$ cat config.mk
export PLATFORM = sky130hd
export DESIGN_NAME = positional_sequence_buffer_flat
export DESIGN_NICKNAME = d
export VERILOG_FILES = /design/src/rtl/psb_pkg.sv /design/src/rtl/psb_cmd_if.sv /design/src/rtl/psb_res_if.sv /design/src/rtl/positional_sequence_buffer.sv /design/src/rtl/psb_ram.sv /design/src/rtl/psb_ctrl.sv /design/src/flat_wrapper.sv
export SDC_FILE = /design/constraint.sdc
export NUM_CORES = 1
export LEC_CHECK = 0
export BUFFER_PORTS_ARGS = -buffer_cell sky130_fd_sc_hd__clkbuf_2
export CORE_AREA = 3 3 276 278
export DETAILED_ROUTE_END_ITERATION = 8
export DIE_AREA = 0 0 279 281
export HOLD_SLACK_MARGIN = 0.03
export MAX_ROUTING_LAYER = met4
export SETUP_SLACK_MARGIN = 0.2
export SYNTH_ARGS = -nofsm -noshare
export SYNTH_HDL_FRONTEND = slang
export SYNTH_HIERARCHICAL = 1
export SYNTH_SLANG_ARGS = --single-unit
$ cat constraint.sdc
create_clock -name clk -period 7.1 [get_ports clk]
set_input_delay 1.42 -clock clk [delete_from_list [all_inputs] [get_ports clk]]
set_output_delay 1.42 -clock clk [all_outputs]
set_load 0.01 [all_outputs]
$ cat src/rtl/psb_pkg.sv
// package: shared widths, command and status codes, result type, sequencer states
package psb_pkg;

	localparam int VAL_W = 32;
	localparam int CMD_W = 3;
	localparam int POS_W = 5;
	localparam int ST_W  = 2;
	localparam int LEN_W = 5;

	localparam logic [CMD_W-1:0] CMD_APPEND  = 3'd0;
	localparam logic [CMD_W-1:0] CMD_PREPEND = 3'd1;
	localparam logic [CMD_W-1:0] CMD_REMOVE  = 3'd2;
	localparam logic [CMD_W-1:0] CMD_INSERT  = 3'd3;
	localparam logic [CMD_W-1:0] CMD_REVERSE = 3'd4;
	localparam logic [CMD_W-1:0] CMD_DUMP    = 3'd5;
	localparam logic [CMD_W-1:0] CMD_CLEAR   = 3'd6;

	typedef enum logic [ST_W-1:0] {
		ST_OK     = 2'd0,
		ST_BADPOS = 2'd1,
		ST_FULL   = 2'd2,
		ST_EMPTY  = 2'd3
	} psb_status_t;

	typedef struct packed {
		logic signed [VAL_W-1:0] value;
		psb_status_t             status;
		logic [LEN_W-1:0]        length;
		logic                    last;
	} psb_res_t;

	typedef enum logic [3:0] {
		S_IDLE,
		S_UP_RD,
		S_UP_WR,
		S_DN_RD,
		S_DN_WR,
		S_RV_RDA,
		S_RV_RDB,
		S_RV_WRA,
		S_RV_WRB,
		S_DUMP_RD,
		S_DUMP_OUT,
		S_STATUS
	} psb_state_t;

endpackage

$ cat src/rtl/psb_cmd_if.sv
// interface: command channel with valid/ready handshake
interface psb_cmd_if;
	logic                              valid;
	logic                              ready;
	logic [psb_pkg::CMD_W-1:0]         cmd;
	logic signed [psb_pkg::VAL_W-1:0]  item_value;
	logic [psb_pkg::POS_W-1:0]         insert_position;

	modport source (output valid, cmd, item_value, insert_position, input ready);
	modport sink (input valid, cmd, item_value, insert_position, output ready);
endinterface

$ cat src/rtl/psb_res_if.sv
// interface: result channel with valid/ready handshake
interface psb_res_if;
	logic                              valid;
	logic                              ready;
	logic signed [psb_pkg::VAL_W-1:0]  out_value;
	logic [psb_pkg::ST_W-1:0]          status;
	logic [psb_pkg::LEN_W-1:0]         length;
	logic                              last;

	modport source (output valid, out_value, status, length, last, input ready);
	modport sink (input valid, out_value, status, length, last, output ready);
endinterface

$ cat src/rtl/positional_sequence_buffer.sv
// top level: bounded ordered store with positional insert, reverse and dump
// sequencing: append, clear or a rejected command goes straight to its status beat; insert
// at position p first moves the cells from p to the tail up by one, remove head moves them down
// flow: not ready while a command runs; a dump reads one element at a time through the
// single ram read port feeding the output register, and waits while that register is full
// reset: clears the element count, the sequencer and the output beat; cells stay undefined
module positional_sequence_buffer #(
	parameter int CAPACITY = 16
) (
	input  logic       clk,
	input  logic       arst_n,
	psb_cmd_if.sink    cmd_ch,
	psb_res_if.source  res_ch
);

	localparam int AW = $clog2(CAPACITY);

	logic                          slot_free;
	logic                          emit;
	psb_pkg::psb_res_t             res;
	psb_pkg::psb_res_t             out_q;
	logic                          out_vld_q;
	logic                          mem_we;
	logic [AW-1:0]                 mem_waddr;
	logic [psb_pkg::VAL_W-1:0]     mem_wdata;
	logic [AW-1:0]                 mem_raddr;
	logic [psb_pkg::VAL_W-1:0]     mem_rdata;

	psb_ctrl #(
		.CAPACITY (CAPACITY)
	) u_ctrl (
		.clk       (clk),
		.arst_n    (arst_n),
		.cmd_ch    (cmd_ch),
		.slot_free (slot_free),
		.emit      (emit),
		.res       (res),
		.mem_we    (mem_we),
		.mem_waddr (mem_waddr),
		.mem_wdata (mem_wdata),
		.mem_raddr (mem_raddr),
		.mem_rdata (mem_rdata)
	);

	psb_ram #(
		.WIDTH (psb_pkg::VAL_W),
		.DEPTH (CAPACITY)
	) u_ram (
		.clk   (clk),
		.we    (mem_we),
		.waddr (mem_waddr),
		.wdata (mem_wdata),
		.raddr (mem_raddr),
		.rdata (mem_rdata)
	);

	// output beat register
	assign slot_free = !out_vld_q || res_ch.ready;

	always_ff @(posedge clk or negedge arst_n) begin
		if (!arst_n) begin
			out_vld_q <= 1'b0;
		end else if (emit) begin
			out_vld_q <= 1'b1;
		end else if (res_ch.ready) begin
			out_vld_q <= 1'b0;
		end
	end

	always_ff @(posedge clk) begin
		if (emit) begin
			out_q <= res;
		end
	end

	assign res_ch.valid     = out_vld_q;
	assign res_ch.out_value = out_q.value;
	assign res_ch.status    = out_q.status;
	assign res_ch.length    = out_q.length;
	assign res_ch.last      = out_q.last;

endmodule

$ cat src/rtl/psb_ram.sv
// generic single write port ram with registered read
module psb_ram #(
	parameter int WIDTH = 32,
	parameter int DEPTH = 16
) (
	input  logic                     clk,
	input  logic                     we,
	input  logic [$clog2(DEPTH)-1:0] waddr,
	input  logic [WIDTH-1:0]         wdata,
	input  logic [$clog2(DEPTH)-1:0] raddr,
	output logic [WIDTH-1:0]         rdata
);

	logic [WIDTH-1:0] mem [DEPTH];

	always_ff @(posedge clk) begin
		if (we) begin
			mem[waddr] <= wdata;
		end
		rdata <= mem[raddr];
	end

endmodule

$ cat src/rtl/psb_ctrl.sv
// sequencer: command decode, element count, index unit and ram access steps
module psb_ctrl #(
	parameter int CAPACITY = 16
) (
	input  logic                           clk,
	input  logic                           arst_n,
	psb_cmd_if.sink                        cmd_ch,
	input  logic                           slot_free,
	output logic                           emit,
	output psb_pkg::psb_res_t              res,
	output logic                           mem_we,
	output logic [$clog2(CAPACITY)-1:0]    mem_waddr,
	output logic [psb_pkg::VAL_W-1:0]      mem_wdata,
	output logic [$clog2(CAPACITY)-1:0]    mem_raddr,
	input  logic [psb_pkg::VAL_W-1:0]      mem_rdata
);

	localparam int AW = $clog2(CAPACITY);
	localparam int CW = $clog2(CAPACITY + 1);
	localparam int PW = (CW > psb_pkg::POS_W) ? CW : psb_pkg::POS_W;

	psb_pkg::psb_state_t   state_q, state_d;
	logic [CW-1:0]         count_q, count_d;
	logic [AW-1:0]         idx_q, idx_d;
	logic [AW-1:0]         jdx_q, jdx_d;
	logic [psb_pkg::VAL_W-1:0] val_q, val_d;
	psb_pkg::psb_status_t  st_q, st_d;

	logic [PW-1:0]         pos_ext;
	logic [PW-1:0]         cnt_ext;
	logic [CW-1:0]         cnt_m1;
	logic                  full;
	logic                  empty;
	logic                  accept;

	assign pos_ext = PW'(cmd_ch.insert_position);
	assign cnt_ext = PW'(count_q);
	assign cnt_m1  = count_q - CW'(1);
	assign full    = (count_q == CW'(CAPACITY));
	assign empty   = (count_q == '0);
	assign cmd_ch.ready = (state_q == psb_pkg::S_IDLE);
	assign accept  = cmd_ch.valid && cmd_ch.ready;

	always_ff @(posedge clk or negedge arst_n) begin
		if (!arst_n) begin
			state_q <= psb_pkg::S_IDLE;
			count_q <= '0;
		end else begin
			state_q <= state_d;
			count_q <= count_d;
		end
	end

	always_ff @(posedge clk) begin
		idx_q <= idx_d;
		jdx_q <= jdx_d;
		val_q <= val_d;
		st_q  <= st_d;
	end

	always_comb begin
		state_d   = state_q;
		count_d   = count_q;
		idx_d     = idx_q;
		jdx_d     = jdx_q;
		val_d     = val_q;
		st_d      = st_q;
		mem_we    = 1'b0;
		mem_waddr = idx_q;
		mem_wdata = mem_rdata;
		mem_raddr = idx_q;
		emit      = 1'b0;
		res.value  = '0;
		res.status = st_q;
		res.length = cnt_ext[psb_pkg::LEN_W-1:0];
		res.last   = 1'b1;

		case (state_q)
			psb_pkg::S_IDLE: begin
				if (accept) begin
					st_d    = psb_pkg::ST_OK;
					state_d = psb_pkg::S_STATUS;
					val_d   = cmd_ch.item_value;
					case (cmd_ch.cmd)
						psb_pkg::CMD_APPEND: begin
							if (full) begin
								st_d = psb_pkg::ST_FULL;
							end else begin
								mem_we    = 1'b1;
								mem_waddr = count_q[AW-1:0];
								mem_wdata = cmd_ch.item_value;
								count_d   = count_q + CW'(1);
							end
						end
						psb_pkg::CMD_PREPEND: begin
							if (full) begin
								st_d = psb_pkg::ST_FULL;
							end else begin
								idx_d   = count_q[AW-1:0];
								jdx_d   = '0;
								state_d = psb_pkg::S_UP_RD;
							end
						end
						psb_pkg::CMD_INSERT: begin
							if (pos_ext > cnt_ext) begin
								st_d = psb_pkg::ST_BADPOS;
							end else if (full) begin
								st_d = psb_pkg::ST_FULL;
							end else begin
								idx_d   = count_q[AW-1:0];
								jdx_d   = pos_ext[AW-1:0];
								state_d = psb_pkg::S_UP_RD;
							end
						end
						psb_pkg::CMD_REMOVE: begin
							if (!empty) begin
								idx_d   = '0;
								state_d = psb_pkg::S_DN_RD;
							end
						end
						psb_pkg::CMD_REVERSE: begin
							if (empty) begin
								st_d = psb_pkg::ST_EMPTY;
							end else begin
								idx_d   = '0;
								jdx_d   = cnt_m1[AW-1:0];
								state_d = psb_pkg::S_RV_RDA;
							end
						end
						psb_pkg::CMD_DUMP: begin
							if (empty) begin
								st_d = psb_pkg::ST_EMPTY;
							end else begin
								idx_d   = '0;
								state_d = psb_pkg::S_DUMP_RD;
							end
						end
						psb_pkg::CMD_CLEAR: begin
							count_d = '0;
						end
						default: begin
							st_d = psb_pkg::ST_BADPOS;
						end
					endcase
				end
			end

			// open a gap: move cells up from the tail down to the insert point
			psb_pkg::S_UP_RD: begin
				if (idx_q == jdx_q) begin
					mem_we    = 1'b1;
					mem_wdata = val_q;
					count_d   = count_q + CW'(1);
					state_d   = psb_pkg::S_STATUS;
				end else begin
					mem_raddr = idx_q - AW'(1);
					state_d   = psb_pkg::S_UP_WR;
				end
			end
			psb_pkg::S_UP_WR: begin
				mem_we  = 1'b1;
				idx_d   = idx_q - AW'(1);
				state_d = psb_pkg::S_UP_RD;
			end

			// close the head: move cells down by one
			psb_pkg::S_DN_RD: begin
				if (idx_q == cnt_m1[AW-1:0]) begin
					count_d = cnt_m1;
					state_d = psb_pkg::S_STATUS;
				end else begin
					mem_raddr = idx_q + AW'(1);
					state_d   = psb_pkg::S_DN_WR;
				end
			end
			psb_pkg::S_DN_WR: begin
				mem_we  = 1'b1;
				idx_d   = idx_q + AW'(1);
				state_d = psb_pkg::S_DN_RD;
			end

			// swap the outer pair and walk inward
			psb_pkg::S_RV_RDA: begin
				if (idx_q >= jdx_q) begin
					state_d = psb_pkg::S_STATUS;
				end else begin
					state_d = psb_pkg::S_RV_RDB;
				end
			end
			psb_pkg::S_RV_RDB: begin
				mem_raddr = jdx_q;
				val_d     = mem_rdata;
				state_d   = psb_pkg::S_RV_WRA;
			end
			psb_pkg::S_RV_WRA: begin
				mem_we  = 1'b1;
				state_d = psb_pkg::S_RV_WRB;
			end
			psb_pkg::S_RV_WRB: begin
				mem_we    = 1'b1;
				mem_waddr = jdx_q;
				mem_wdata = val_q;
				idx_d     = idx_q + AW'(1);
				jdx_d     = jdx_q - AW'(1);
				state_d   = psb_pkg::S_RV_RDA;
			end

			psb_pkg::S_DUMP_RD: begin
				state_d = psb_pkg::S_DUMP_OUT;
			end
			psb_pkg::S_DUMP_OUT: begin
				res.value  = mem_rdata;
				res.status = psb_pkg::ST_OK;
				res.last   = (idx_q == cnt_m1[AW-1:0]);
				if (slot_free) begin
					emit = 1'b1;
					if (res.last) begin
						state_d = psb_pkg::S_IDLE;
					end else begin
						idx_d   = idx_q + AW'(1);
						state_d = psb_pkg::S_DUMP_RD;
					end
				end
			end

			psb_pkg::S_STATUS: begin
				if (slot_free) begin
					emit    = 1'b1;
					state_d = psb_pkg::S_IDLE;
				end
			end

			default: begin
				state_d = psb_pkg::S_IDLE;
			end
		endcase
	end

endmodule
$ cat src/flat_wrapper.sv
// flat-port wrapper written by rule: the top's interface ports become plain ports
module positional_sequence_buffer_flat 
#(
	parameter int CAPACITY = 16
)
  (clk, arst_n, cmd_ch_valid, cmd_ch_cmd, cmd_ch_item_value, cmd_ch_insert_position, cmd_ch_ready, res_ch_valid, res_ch_out_value, res_ch_status, res_ch_length, res_ch_last, res_ch_ready);
  psb_cmd_if cmd_ch_i ();
  psb_res_if res_ch_i ();
  input  logic clk;
  input  logic arst_n;
  input wire logic [$bits(cmd_ch_i.valid)-1:0] cmd_ch_valid;
  input wire logic [$bits(cmd_ch_i.cmd)-1:0] cmd_ch_cmd;
  input wire logic [$bits(cmd_ch_i.item_value)-1:0] cmd_ch_item_value;
  input wire logic [$bits(cmd_ch_i.insert_position)-1:0] cmd_ch_insert_position;
  output wire logic [$bits(cmd_ch_i.ready)-1:0] cmd_ch_ready;
  output wire logic [$bits(res_ch_i.valid)-1:0] res_ch_valid;
  output wire logic [$bits(res_ch_i.out_value)-1:0] res_ch_out_value;
  output wire logic [$bits(res_ch_i.status)-1:0] res_ch_status;
  output wire logic [$bits(res_ch_i.length)-1:0] res_ch_length;
  output wire logic [$bits(res_ch_i.last)-1:0] res_ch_last;
  input wire logic [$bits(res_ch_i.ready)-1:0] res_ch_ready;
  assign cmd_ch_i.valid = cmd_ch_valid;
  assign cmd_ch_i.cmd = cmd_ch_cmd;
  assign cmd_ch_i.item_value = cmd_ch_item_value;
  assign cmd_ch_i.insert_position = cmd_ch_insert_position;
  assign cmd_ch_ready = cmd_ch_i.ready;
  assign res_ch_valid = res_ch_i.valid;
  assign res_ch_out_value = res_ch_i.out_value;
  assign res_ch_status = res_ch_i.status;
  assign res_ch_length = res_ch_i.length;
  assign res_ch_last = res_ch_i.last;
  assign res_ch_i.ready = res_ch_ready;
  positional_sequence_buffer #(.CAPACITY(CAPACITY)) u_core (.clk(clk), .arst_n(arst_n), .cmd_ch(cmd_ch_i), .res_ch(res_ch_i));
endmodule
## Word level (Yosys, flattened, before mapping)

Memory sizes are Yosys's and may differ from the RTL's. A register that Yosys moved wholly into a read port is not among the register bits.
Cells that the tools add are included.

| storage, ports and cells | value |
|---|---|
| register bits | 92 |
| memories | 1 |
| bits in writable memories | 512 |
| output and inout bits | 42 |

Memory list:

| memory | words | bits a word | read ports | clocked after memory_dff | wr ports | line | RTL |
|---|---|---|---|---|---|---|---|
| u_core.u_ram.mem | 16 | 32 | 1 | 1 | 1 | psb_ram.sv:14 | `logic [WIDTH-1:0] mem [DEPTH];` |

| cells by class | value |
|---|---|
| reduce and logical (&&, ||, !) cells | 24 |
| equal/unequal tests | 34 |
| $lt $le $gt $ge | 2 |
| muxes and demuxes | 62 |
| $add $sub $neg | 5 |

Operators by type and width:

| kind | count |
|---|---|
| $mux 32 | 5 |
| $mux 4 | 25 |
| $pmux 32 s3 | 1 |
| $pmux 32 s2 | 1 |
| $pmux 4 s12 | 1 |
| $pmux 4 s3 | 3 |
| $mux 5 | 4 |
| $pmux 4 s5 | 1 |
| $ne 3x3->1 const B | 6 |
| $eq 4x3->1 const B | 4 |
| $eq 4x4->1 const B | 4 |
| $pmux 4 s2 | 2 |
| $pmux 4 s4 | 1 |
| $pmux 5 s3 | 1 |
| $reduce_and 6->1 | 2 |
| $mux 1 | 10 |
| $pmux 5 s2 | 1 |
| $reduce_or 2->1 | 5 |
| $eq 3x3->1 const B | 3 |
| $eq 4x2->1 const B | 2 |
| $eq 4x4->1 | 2 |
| $mux 2 | 4 |
| $pmux 2 s4 | 1 |
| $sub 4x1->4 const B | 2 |
| 29 further kinds | 36 |

## Logic depth before layout (Yosys ltp)

Gate-level depths: netlist of the first run.

| logic depth | value |
|---|---|
| depth in word-level cells | 7 |
| gate-level depth with buffers | 13 |
| gate-level depth less buffers | 10 |

## Modules after synthesis

The synthesis of the first run kept the hierarchy.

Modules (own cells, without submodules):

| module | area an instance (sq um) | cells an instance | instances |
|---|---|---|---|
| psb_ram | 19,835.3 | 838 | 1 |
| psb_ctrl | 4,808.4 | 533 | 1 |
| positional_sequence_buffer | 1,248.7 | 43 | 1 |

## Worst setup path after synthesis of the first run

No wires, ideal clock.

| path | value |
|---|---|
| path type | input to register |
| start | in cmd_ch_cmd[0] |
| end | mem u_core.u_ram.mem[0][0], enable pin |
| arrival | 5.280 ns |
| stages on the path | 8 |
| path slack | 1.359 ns |
| cell sequence | clkbuf_1 > nor4b_2 > a21oi_1 > nand2b_1 > a222oi_1 > inv_1 > or3b_2 > nor3_1 |

| between the ends | value |
|---|---|
| elaborated cells between the ends (all ways) | 9 |
| those cells by class | mux (8); reduce/logical (1) |

RTL lines:

| element | line | RTL |
|---|---|---|
| from (decl) | flat_wrapper.sv:12 | `input wire logic [$bits(cmd_ch_i.cmd)-1:0] cmd_ch_cmd;` |
| $logic_not 3->1 | psb_ctrl.sv:84 | `case (cmd_ch.cmd)` |
| $mux 4 | psb_ctrl.sv:84 |  |
| $mux 4 | psb_ctrl.sv:80 | `if (accept) begin` |
| $pmux 4 s2 | psb_ctrl.sv:78 | `case (state_q)` |
| via u_core.mem_waddr[2] | positional_sequence_buffer.sv:24 | `logic [AW-1:0] mem_waddr;` |
| to (decl) | psb_ram.sv:14 |  |

The timed path passes the listed nets, and every way through them passes these cells.

## Worst setup path in the final report of the first run

| path | value |
|---|---|
| start | reg u_core.u_ctrl.state_q[2] |
| end | reg u_core.u_ram.rdata[25] (read register of u_core.u_ram.mem) |

| between the ends | value |
|---|---|
| cells in the longest elaborated chain, start to end | 2 |
| elaborated cells between the ends (all ways) | 4 |
| those cells by class | eq/ne (3); mux (1) |

Ends and longest elaborated chain:

| element | line | RTL |
|---|---|---|
| from (decl) | psb_ctrl.sv:22 | `psb_pkg::psb_state_t state_q, state_d;` |
| from (signal assigned) | psb_ctrl.sv:46 | `state_q <= psb_pkg::S_IDLE;` |
| from (signal assigned) | psb_ctrl.sv:49 | `state_q <= state_d;` |
| $eq 4x3->1 (tied with other cells) | psb_ctrl.sv:78 |  |
| $pmux 4 s3 (*) | psb_ctrl.sv:78 |  |
| via u_core.mem_raddr[0] | positional_sequence_buffer.sv:26 | `logic [AW-1:0] mem_raddr;` |
| to (decl) | psb_ram.sv:11 | `output logic [WIDTH-1:0] rdata` |

Mark *: on every way through the listed nets, which the timed path passes. The rest lies on a longest branch.
A chain may end at the register's enable or synchronous reset.

==> impl_results.md, run 1 <==
- Status: completed
- Worst Setup End Kind: flip-flop
- Post-Syn Instances: about 1400
- Max cap viols: 0
- Max-slew violations: 0
- Post-cts repair resize count: 0
- IO Pins: 86
- Clock buffer depth: 3
- Yosys warning total: 6
- CTS tree: built
- Clock root cell: clkbuf_16
- Avg Inst Size Synth: 18.3 um2
- Worst r2r dst: u_core/u_ram/rdata[25]
- Post-route clock period utilization: 0.665
- Post-CTS setup buffer count: 0
- Ys async rst share: 0.0157
- Setup TNS Final: 0 ns
- Most common cell after layout, fill and taps aside: edfxtp_1
- Initial antenna violation count: 1
- # diodes: 0
- CP arrival: ~5.2 ns
- Syn_nets: around 1500
- Layout Area Growth over Synthesis: 14.8%
- Detail Placement HPWL: between 30000 and 40000 um
- Hold-fix buffers, CTS: 0
- Hold Crit Start: u_core/u_ctrl/st_q[0]
- Vias: 13736
- Rel. slew slack: 0.140
- Chip width: 279 um
- Worst r2r path cells: 10
- Gr usage total: 0.160
- DRT antenna net count: 0
- Clock slew at reported path FFs: ~0.060 ns
- Seq/Total Area, Yosys: 0.723
- Hold Vio Cnt, Final: 0
- RSZ-0062 raised after global routing: false
- Power Total: 14.9 mW
- Largest net degree at the start of global routing: 129
- P per Cell Area: ~500 mW/mm2
- Core region area: 0.0742 mm2
- CP Class: flip-flop to flip-flop
- Hold path endpoint: u_core/res_ch.status[0]
- First-pass GRT wire length: 91100 um
- Fmax achieved: between 0.2 and 0.25 GHz
- Register bit count reported by yosys: 636
- Clk_lat worst skew: 0.60 ns
- Most frequent cells in the layout: 594 x edfxtp_1, 128 x mux4_2, 85 x clkbuf_2
- Flop-to-flop setup slack: 2.38 ns
- CTS HTree Levels: 3
- Netlist cell types: 83
- Die height: 281 um
- Cell Area, Synth: 0.0259 mm2
- Routability Congestion: ~0.86
- Critical path fanouts, max: 107
- Vias in the first global route: around 14000
- Worst-Margin Slew: 1.29 ns
- Final min period: 4.72 ns
- Setup crit start kind: flip-flop
- Cts bufs inserted: 67
- Mean number of vias per cell: 5.43
- Port Buffers: 85
- Clock Skews: 0.0221 ns
- Number of synthesized flops with an enable pin: 594
- DR WL/cell: 24.0 um
- Drt total wl: 60700 um
- Clock Sinks: 636
- Worst Hold Margin: 0.547 ns
- Worst hold path class: flip-flop to flip-flop
- First-pass DRT Iterations: 5
- DR iter-0 viols: 1246
- Share of cells above drive strength 1: 0.264
- Leak: 9.69 nW
- Hold Path Stages: 1
- Final setup fails: 0
- Die Area: 0.0784 mm2
- VDD IR max: 0.536 mV
- Gr ovfl total: 0
- Total Nets Final: 1568
- Row count: 100
- Worst path required time: 7.57 ns
- Most used DFF post-synth: edfxtp_1
- Critical R2R Launch: u_core/u_ctrl/state_q[2]
- Residual DRC: 0
- Initial core utilization: 0.349
-- flip-flops by register name (all words and copies together), names as in the netlist, 5 cells and up --
register / cells
u_core/u_ram/mem: 512
u_core/res_ch.out_value: 32
u_core/u_ctrl/val_q: 32
u_core/u_ram/rdata: 32
u_core/res_ch.length: 5
u_core/u_ctrl/cnt_ext: 5
-- cells in the mapped netlist, drive strengths merged (3+ instances only) --
cell type	count	area (um2)
nor3b	7	62.6
o31ai	5	37.5
a31oi	5	31.3
a21boi	3	26.3
o211ai	5	37.5
xnor2	6	52.6
o21a	5	37.5
nand3	8	40.0
and3	6	37.5
or2	5	33.8
a32oi	4	35.0
mux4	128	2880
ha	15	188
nand2	58	218
o22ai	9	62.6
dfxtp	32	641
a221o	33	330
a2bb2oi	3	26.3
a221oi	6	52.6
nand2b	13	91.3
mux2	33	372
clkbuf	41	154
buf	47	240
o31a	3	26.3
dfrtp	10	250
xor2	7	61.3
a21oi	27	139
nor2b	42	263
o21ai	26	130
and2	35	219
inv	19	71.3
a21o	6	45.0
nand3b	6	45.0
a211oi	4	30.0
nor2	38	145
nor3	15	80.1
edfxtp	594	17800
a22oi	66	495
-- area by class of cell --
class,count,area [um2]
multi-input combinational,671,6890
clock inverter,32,314
sequential,636,18700
timing repair buffer,114,668
inverter,19,71.3
fill,6605,44500
clock buffer,88,1840
tap,969,1210
-- power by group --
| part | leakage, nW | switching (mW) | total (mW) | internal, mW |
|---|---|---|---|---|
| clock | 1.04 | 1.43 | 3.42 | 1.99 |
| sequential | 5.83 | 0.312 | 5.70 | 5.39 |
| combinational | 2.82 | 3.49 | 5.80 | 2.31 |
| total | 9.69 | 5.23 | 14.9 | 9.68 |
-- critical path, stage by stage, from the launching register on --
cell      delay [ns]
dfrtp_1         0.83
nand2b_1        0.36
nor3b_4         0.24
buf_4           0.58
a221oi_1        0.27
o21ai_4         0.12
buf_12          0.69
buf_4           0.55
mux4_2          0.57
a22oi_1         0.20
nand2_1         0.09
-- metrics by stage --
stage | utilization | cells | worst slack, ns | instance area, um2
floorplan | - | 1414 | 1.36 | 25900
global placement | 0.372 | 2409 | 2.02 | 27600
detailed placement | 0.372 | 2409 | 1.88 | 27600
CTS | 0.401 | 2529 | 2.31 | 29700
global route | 0.401 | 2529 | 1.98 | 29700
finish | 0.401 | 2529 | 2.38 | 29700
-- layer usage --
layer / GRT usage / vias up / wire (um)
li1: - / 5968 / -
met1: 0.219 / 7262 / 27900
met2: 0.249 / 418 / 28500
met3: 0.0273 / 88 / 3080
met4: 0.0422 / 0 / 1240
met5: - / - / 0
-- how the worst max path moves through the flow --
stage                                        start                 endpoint  depth (start not counted)
final                     u_core/u_ctrl/state_q[2]   u_core/u_ram/rdata[25]                         10
after global routing      u_core/u_ctrl/state_q[2]   u_core/u_ram/rdata[25]                         10
after CTS                 u_core/u_ctrl/state_q[2]   u_core/u_ram/rdata[25]                         10
after detailed placement             cmd_ch_cmd[2]  u_core/u_ram/mem[7][19]                          7
after global placement               cmd_ch_cmd[2]  u_core/u_ram/mem[3][14]                          6
after floorplan                      cmd_ch_cmd[0]   u_core/u_ram/mem[0][0]                          8
-- kinds of logic (layout without fill, tap and decap cells) --
kind of cell,count (synthesis),in the layout,share of synthesized area
buffers and inverters,107,253,0.0180
AOI/OAI and AO/OA,228,228,0.0661
muxes,163,163,0.126
and+or+nand+nor,251,251,0.0537
DFF,636,636,0.723
adders and majority gates,15,15,0.00725
xor gates and xnor gates,14,14,0.00527
Note: power is estimated with default switching activity, not from simulation.
==> run 2, diff against run 1 <==
==> constraint.sdc (replaced) <==
create_clock -name clk -period 4.9 [get_ports clk]
set_input_delay 0.98 -clock clk [delete_from_list [all_inputs] [get_ports clk]]
set_output_delay 0.98 -clock clk [all_outputs]
set_load 0.01 [all_outputs]
==> impl_results.md, run 2 (synthesized netlist as in run 1, its figures left out) <==
- Clock Sinks: 636 (unchanged)
- CP arrival: 4.64 ns (-0.56 ns)
- DR WL/cell: 24.9 um (+3.9%)
- Max stage delay on crit path: 0.78 ns (-0.05 ns)
- Final core occ: 0.407 (+0.00634)
- DRT antenna net count: 0 (unchanged)
- Multi-input gate area: 0.00692 mm2 (+0.47%)
- IO Pins: 86 (unchanged)
- Final min period: 4.18 ns (-0.547 ns)
- Rel. slew slack: 0.293 (+0.152)
- Critical path fanouts, max: 22 (-79%)
- Clock root cell: clkbuf_16
- Setup WS pre-CTS: 0.637 ns (-1.25 ns)
- Worst hold path class: input pin to asynchronous set/reset pin
- Clock slew at reported path FFs: 0.07 ns (about the same)
- Port Buffers: 85 (unchanged)
- Hold-fix buffers, CTS: 0 (unchanged)
- First-pass GRT wire length: 95300 um (+4.7%)
- Sequential share of power: 0.371 (-0.011)
- Worst r2r dst: u_core/u_ram/rdata[14]
- Mean number of vias per cell: 5.54 (+2.0%)
- Post-cts repair resize count: 0 (unchanged)
- Worst-Margin Slew: 1.06 ns (-0.227 ns)
- Detail Placement HPWL: 38000 um (+10%)
- Post-CTS setup buffer count: 0 (unchanged)
- Flop-to-flop setup slack: 0.72 ns (-1.65 ns)
- Core region area: 0.0742 mm2 (unchanged)
- Clock buffer depth: 3 (unchanged)
- Die Area: 0.0784 mm2 (unchanged)
- Post-route clock period utilization: 0.852 (+0.187)
- Family with the most delay on the worst path: compound AO/OA/AOI/OAI gates
- Vias: 14260 (+3.8%)
- Max-slew violations: 0 (unchanged)
- Gr ovfl total: 0 (unchanged)
- DR iter-0 viols: 1477 (+19%)
- Cts bufs inserted: 67 (unchanged)
- Critical path buffers and inverters: 1 (-2)
- Max cap viols: 0 (unchanged)
- Most frequent cells in the layout: 594 x edfxtp_1, 128 x mux4_2, 85 x clkbuf_2
- Sw frac: 0.352 (+0.000839)
- Share of cells above drive strength 1: 0.285 (+0.0206)
- P per Cell Area: 736 mW/mm2 (+47%)
- Vias in the first global route: 14349 (+2.2%)
- CP max-delay cell: a21oi_4
- Worst Setup End Kind: flip-flop
- Internal power: 14.4 mW (+49%)
- CP Class: flip-flop to flip-flop
- Clock Skews: 0.0335 ns (+0.0114 ns)
- Cell repeated most along the worst path: nand2_1
- CTS tree: built
- Chip width: 279 um (unchanged)
- Setup TNS Final: 0 ns (unchanged)
- Setup crit start kind: flip-flop
- Critical R2R Launch: u_core/u_ctrl/idx_q[3]
- Initial antenna violation count: 2 (+1)
- Clk pwr share: 0.222 (-0.007)
- CTS HTree Levels: 3 (unchanged)
- Comb pwr share: 0.406 (+0.017)
- Top reg by flops: u_core/u_ram/mem
- Gr usage total: 0.169 (+0.00932)
- Fillcell total: 6563 (-0.64%)
- Leak: 9.95 nW (+2.7%)
- Clk_lat worst skew: 0.61 ns (about the same)
- Total Nets Final: 1612 (+2.8%)
- Initial core utilization: 0.349 (unchanged)
- Fmax achieved: 0.239 GHz (+13%)
- Worst path cell trace: ha_1 > and4_1 > nand2_1 > a32oi_1 > o21ai_0 > a21oi_4 > buf_12 > mux4_2 > a22oi_1 > nand2_1
- Most common cell after layout, fill and taps aside: edfxtp_1
- Residual DRC: 0 (unchanged)
- Row count: 100 (unchanged)
- Status: completed
- Drt total wl: 64200 um (+5.8%)
- Layout Area Growth over Synthesis: 16.6%
- RSZ-0062 raised after global routing: false
- P_sw: 7.82 mW (+49%)
- Final setup fails: 0 (unchanged)
- Final worst slack: 0.723 ns (-1.65 ns)
- Hold Vio Cnt, Final: 0 (unchanged)
- Reg area: 0.0187 mm2 (unchanged)
- Worst r2r path cells: 10 (unchanged)
- Die height: 281 um (unchanged)
- Routability Congestion: 0.917 (+6.3%)
- VDD IR max: 0.312 mV (-42%)
- Largest net degree at the start of global routing: 38 (-71%)
- Max reg flops: 512 (unchanged)
- First-pass DRT Iterations: 5 (unchanged)
- Worst path required time: 5.37 ns (-2.20 ns)
-- run 2: power by group through the flow --
stage	registers, mW	logic, mW	clock network (mW)
after floorplan	8.12	6.13	0
after global placement	8.33	8.97	0
after detailed placement	8.35	9.09	0
after CTS	8.25	9.13	5.06
after global routing	8.32	9.75	5.28
final	8.25	9.03	4.94
-- run 2: worst register-to-register path: stages (launching register included) --
cell and delay, ns:
edfxtp_1 0.67, ha_1 0.47, and4_1 0.46, nand2_1 0.10, a32oi_1 0.25, o21ai_0 0.17
a21oi_4 0.78, buf_12 0.30, mux4_2 0.35, a22oi_1 0.39, nand2_1 0.09
-- run 2: per-layer routing --
| metal | share of wire | wire [um] | global-route usage | vias to the layer above |
|---|---|---|---|---|
| met1 | 0.44 | 28600 | 0.234 | 7526 |
| met4 | 0.022 | 1390 | 0.0447 | 0 |
| li1 | - | - | - | 6065 |
| met3 | 0.064 | 4120 | 0.0321 | 104 |
| met2 | 0.47 | 30100 | 0.258 | 565 |
| met5 | 0 | 0 | - | - |
-- run 2: cell type report --
cell class                 count  area share
clock buffer                  89      0.0607
inverter                      19     0.00236
tap                          969      0.0402
clock inverter                32     0.00995
multi-input combinational    671       0.229
antenna                        1   0.0000829
timing repair buffer         158      0.0372
sequential                   636       0.620
-- run 2: worst max path at each step --
stage                                   end  cells past startpoint                    from
detailed placement  u_core/u_ram/mem[6][26]                      7           cmd_ch_cmd[2]
global placement    u_core/u_ram/mem[3][11]                      7           cmd_ch_cmd[2]
global route         u_core/u_ram/rdata[14]                     10  u_core/u_ctrl/idx_q[3]
floorplan            u_core/u_ram/mem[7][0]                      6           cmd_ch_cmd[0]
CTS                  u_core/u_ram/rdata[14]                     10  u_core/u_ctrl/idx_q[3]
finish               u_core/u_ram/rdata[14]                     10  u_core/u_ctrl/idx_q[3]
-- run 2: per-stage QoR --
step | hold WS (ns) | std cells | cell area [um2] | power [mW]
2_1_floorplan | 0.493 | 1414 | 25900 | 14.3
3_3_place_gp | 0.543 | 2453 | 28100 | 17.3
3_5_place_dp | 0.551 | 2453 | 28100 | 17.4
4_1_cts | 0.230 | 2574 | 30200 | 22.4
5_1_grt | 0.258 | 2574 | 30200 | 23.4
6_report | 0.245 | 2575 | 30200 | 22.2
==> run 3, diff against run 2 <==
--- a/config.mk
+++ b/config.mk
@@ -6,11 +6,12 @@
 export NUM_CORES = 1
 export LEC_CHECK = 0
 export BUFFER_PORTS_ARGS = -buffer_cell sky130_fd_sc_hd__clkbuf_2
-export CORE_AREA = 3 3 276 278
+export CORE_AREA = 3 3 211 213
 export DETAILED_ROUTE_END_ITERATION = 8
-export DIE_AREA = 0 0 279 281
+export DIE_AREA = 0 0 214 216
 export HOLD_SLACK_MARGIN = 0.03
 export MAX_ROUTING_LAYER = met4
+export PLACE_DENSITY = 0.78
 export SETUP_SLACK_MARGIN = 0.2
 export SYNTH_ARGS = -nofsm -noshare
 export SYNTH_HDL_FRONTEND = slang
==> impl_results.md, run 3 (synthesized netlist as in run 1, its figures left out) <==
- Critical R2R Launch: u_core/u_ctrl/cnt_ext[0]
- Initial core utilization: 0.604 (+0.255)
- Setup WS pre-CTS: 0.517 ns (-0.120 ns)
- DR iter-0 viols: 1672 (+13%)
- Row count: 76 (-24%)
- Met3 global-route usage: 0.0421 (+0.00995)
- First-pass GRT wire length: 94400 um (-0.94%)
- Layout Area Growth over Synthesis: 13.7%
- CTS HTree Levels: 2 (-1)
- Worst hold path class: input pin to asynchronous set/reset pin
- Clock slew at reported path FFs: 0.06 ns (about the same)
- Worst r2r dst: u_core/u_ram/rdata[12]
- Routability Congestion: 0.917 (about the same)
- Max-slew violations: 0 (unchanged)
- Worst-Margin Slew: 0.975 ns (-0.0846 ns)
- Most frequent cells in the layout: 594 x edfxtp_1, 128 x mux4_2, 85 x clkbuf_2
- Max reg flops: 512 (unchanged)
- CP arrival: 4.49 ns (-0.15 ns)
- Hold-fix buffers, CTS: 0 (unchanged)
- Max cap viols: 0 (unchanged)
- Final worst slack: 0.889 ns (+0.166 ns)
- Die height: 216 um (-23%)
- Mean number of vias per cell: 6.60 (+19%)
- Setup TNS Final: 0 ns (unchanged)
- Final setup fails: 0 (unchanged)
- Hold Vio Cnt, Final: 0 (unchanged)
- Clock Sinks: 636 (unchanged)
- Clock Skews: 0.0199 ns (-0.0136 ns)
- Multi-input gate area: 0.00692 mm2 (unchanged)
- Placed cell areas: 0.0274 mm2 (-2.4%)
- Cts bufs inserted: 61 (-9.0%)
- Clock root cell: clkbuf_16
- DRT antenna net count: 0 (unchanged)
- DR WL/cell: 28.6 um (+15%)
- Worst path cell trace: inv_1 > ha_1 > xor2_1 > o2111ai_1 > nor2_1 > xnor2_1 > o21ai_4 > buf_12 > mux4_2 > a22oi_1 > nand2_1
- Clk_lat worst skew: 0.62 ns (about the same)
- Gr usage total: 0.281 (+0.112)
- Most common cell after layout, fill and taps aside: edfxtp_1
- Total Nets Final: 1584 (-1.7%)
- RSZ-0062 raised after global routing: false
- Detail Placement HPWL: 35300 um (-7.1%)
- Worst path required time: 5.38 ns (about the same)
- GR peak layer: met2
- P per Cell Area: 741 mW/mm2 (+0.75%)
- Residual DRC: 0 (unchanged)
- Post-cts repair resize count: 0 (unchanged)
- First-pass DRT Iterations: 6 (+1)
- CTS tree: built
- Drt total wl: 61800 um (-3.8%)
- Status: completed
- Fmax achieved: 0.249 GHz (+4.1%)
- Post-route clock period utilization: 0.819 (-0.0339)
- Largest net degree at the start of global routing: 81 (+110%)
- Port Buffers: 85 (unchanged)
- Met2 usage: 0.450 (+0.192)
- Fillcell total: 2646 (-60%)
- Initial antenna violation count: 2 (unchanged)
- Die Area: 0.0462 mm2 (-41%)
- Top reg by flops: u_core/u_ram/mem
- Setup crit start kind: flip-flop
- # diodes: 0 (-1)
- Share of cells above drive strength 1: 0.277 (-0.00763)
- Chip width: 214 um (-23%)
- Vias: 14265 (+0.035%)
- Final min period: 4.01 ns (-0.166 ns)
- Critical path fanouts, max: 43 (+95%)
- Reg area: 0.0187 mm2 (unchanged)
- Max stage delay on crit path: 0.61 ns (-0.17 ns)
- Post-CTS setup buffer count: 0 (unchanged)
- Flop-to-flop setup slack: 0.89 ns (+0.17 ns)
- CP max-delay cell: dfrtp_1
- Non-Filler Cell Area, Final: 0.0294 mm2 (-2.5%)
- Worst Setup End Kind: flip-flop
- Leak: 9.81 nW (-1.4%)
- Core region area: 0.0429 mm2 (-42%)
- Vias in the first global route: 14814 (+3.2%)
- IO Pins: 86 (unchanged)
- Clock buffer depth: 3 (unchanged)
- Gr ovfl total: 0 (unchanged)
- Met1 GRT Util: 0.378 (+0.144)
- Rel. slew slack: 0.349 (+0.0565)
- Worst r2r path cells: 11 (+1)
- Power Total: 21.8 mW (-1.8%)
- VDD IR max: 0.515 mV (+65%)
- CP Class: flip-flop to flip-flop
-- run 3: cell types whose count changed in the layout (fill, tap and decap cells not counted), moves of 3 or more --
cell       delta
clkbuf_1     -10
buf_12        -3
buf_4        -19
clkbuf_16     -8
clkbuf_8      +6
bufinv_16     +3
-- run 3: power by group --
part           total [mW]  switching, mW  internal, mW  leakage, nW
combinational        8.78           5.26          3.51         2.96
clock                4.81           2.01          2.79         1.02
sequential           8.25          0.442          7.81         5.83
-- run 3: worst max path at each step --
stage / endpoint / from / slack, ns
final: u_core/u_ram/rdata[12] / u_core/u_ctrl/cnt_ext[0] / 0.89
after global routing: u_core/u_ram/rdata[24] / u_core/u_ctrl/cnt_ext[0] / 0.65
after CTS: u_core/u_ram/rdata[24] / u_core/u_ctrl/cnt_ext[0] / 0.93
after detailed placement: u_core/u_ram/mem[2][23] / cmd_ch_cmd[2] / 0.52
after global placement: u_core/u_ram/mem[2][22] / cmd_ch_cmd[2] / 0.61
after floorplan: u_core/u_ram/mem[7][0] / cmd_ch_cmd[0] / 0.24
-- run 3: critical path: cells and delay by family (launching register included) --
kind,cells,cell delay (ns)
flip-flops,1,0.61
AND/OR/NAND/NOR,2,0.43
multiplexers,1,0.56
XOR/XNOR,2,0.43
buffers and inverters,2,0.56
adder cells (fa/ha/maj),1,0.36
AO/OA/AOI/OAI,3,0.86
-- run 3: layout make-up --
cell class                 count  share of cell area
sequential                   636               0.636
clock inverter                38              0.0133
timing repair buffer         136              0.0313
clock buffer                  77              0.0570
inverter                      19             0.00242
multi-input combinational    671               0.235
tap                          585              0.0249
-- run 3: routing by layer --
layer | vias to the layer above | part of all wire
li1 | 6010 | -
met3 | 144 | 0.077
met4 | 0 | 0.032
met5 | - | 0
met1 | 7388 | 0.39
met2 | 723 | 0.50
-- run 3: per-stage QoR --
step / util / hold WS [ns] / cells
2_1_floorplan: - / 0.493 / 1414
3_3_place_gp: 0.638 / 0.532 / 2047
3_5_place_dp: 0.638 / 0.543 / 2047
4_1_cts: 0.686 / 0.226 / 2162
5_1_grt: 0.686 / 0.245 / 2162
6_report: 0.686 / 0.240 / 2162
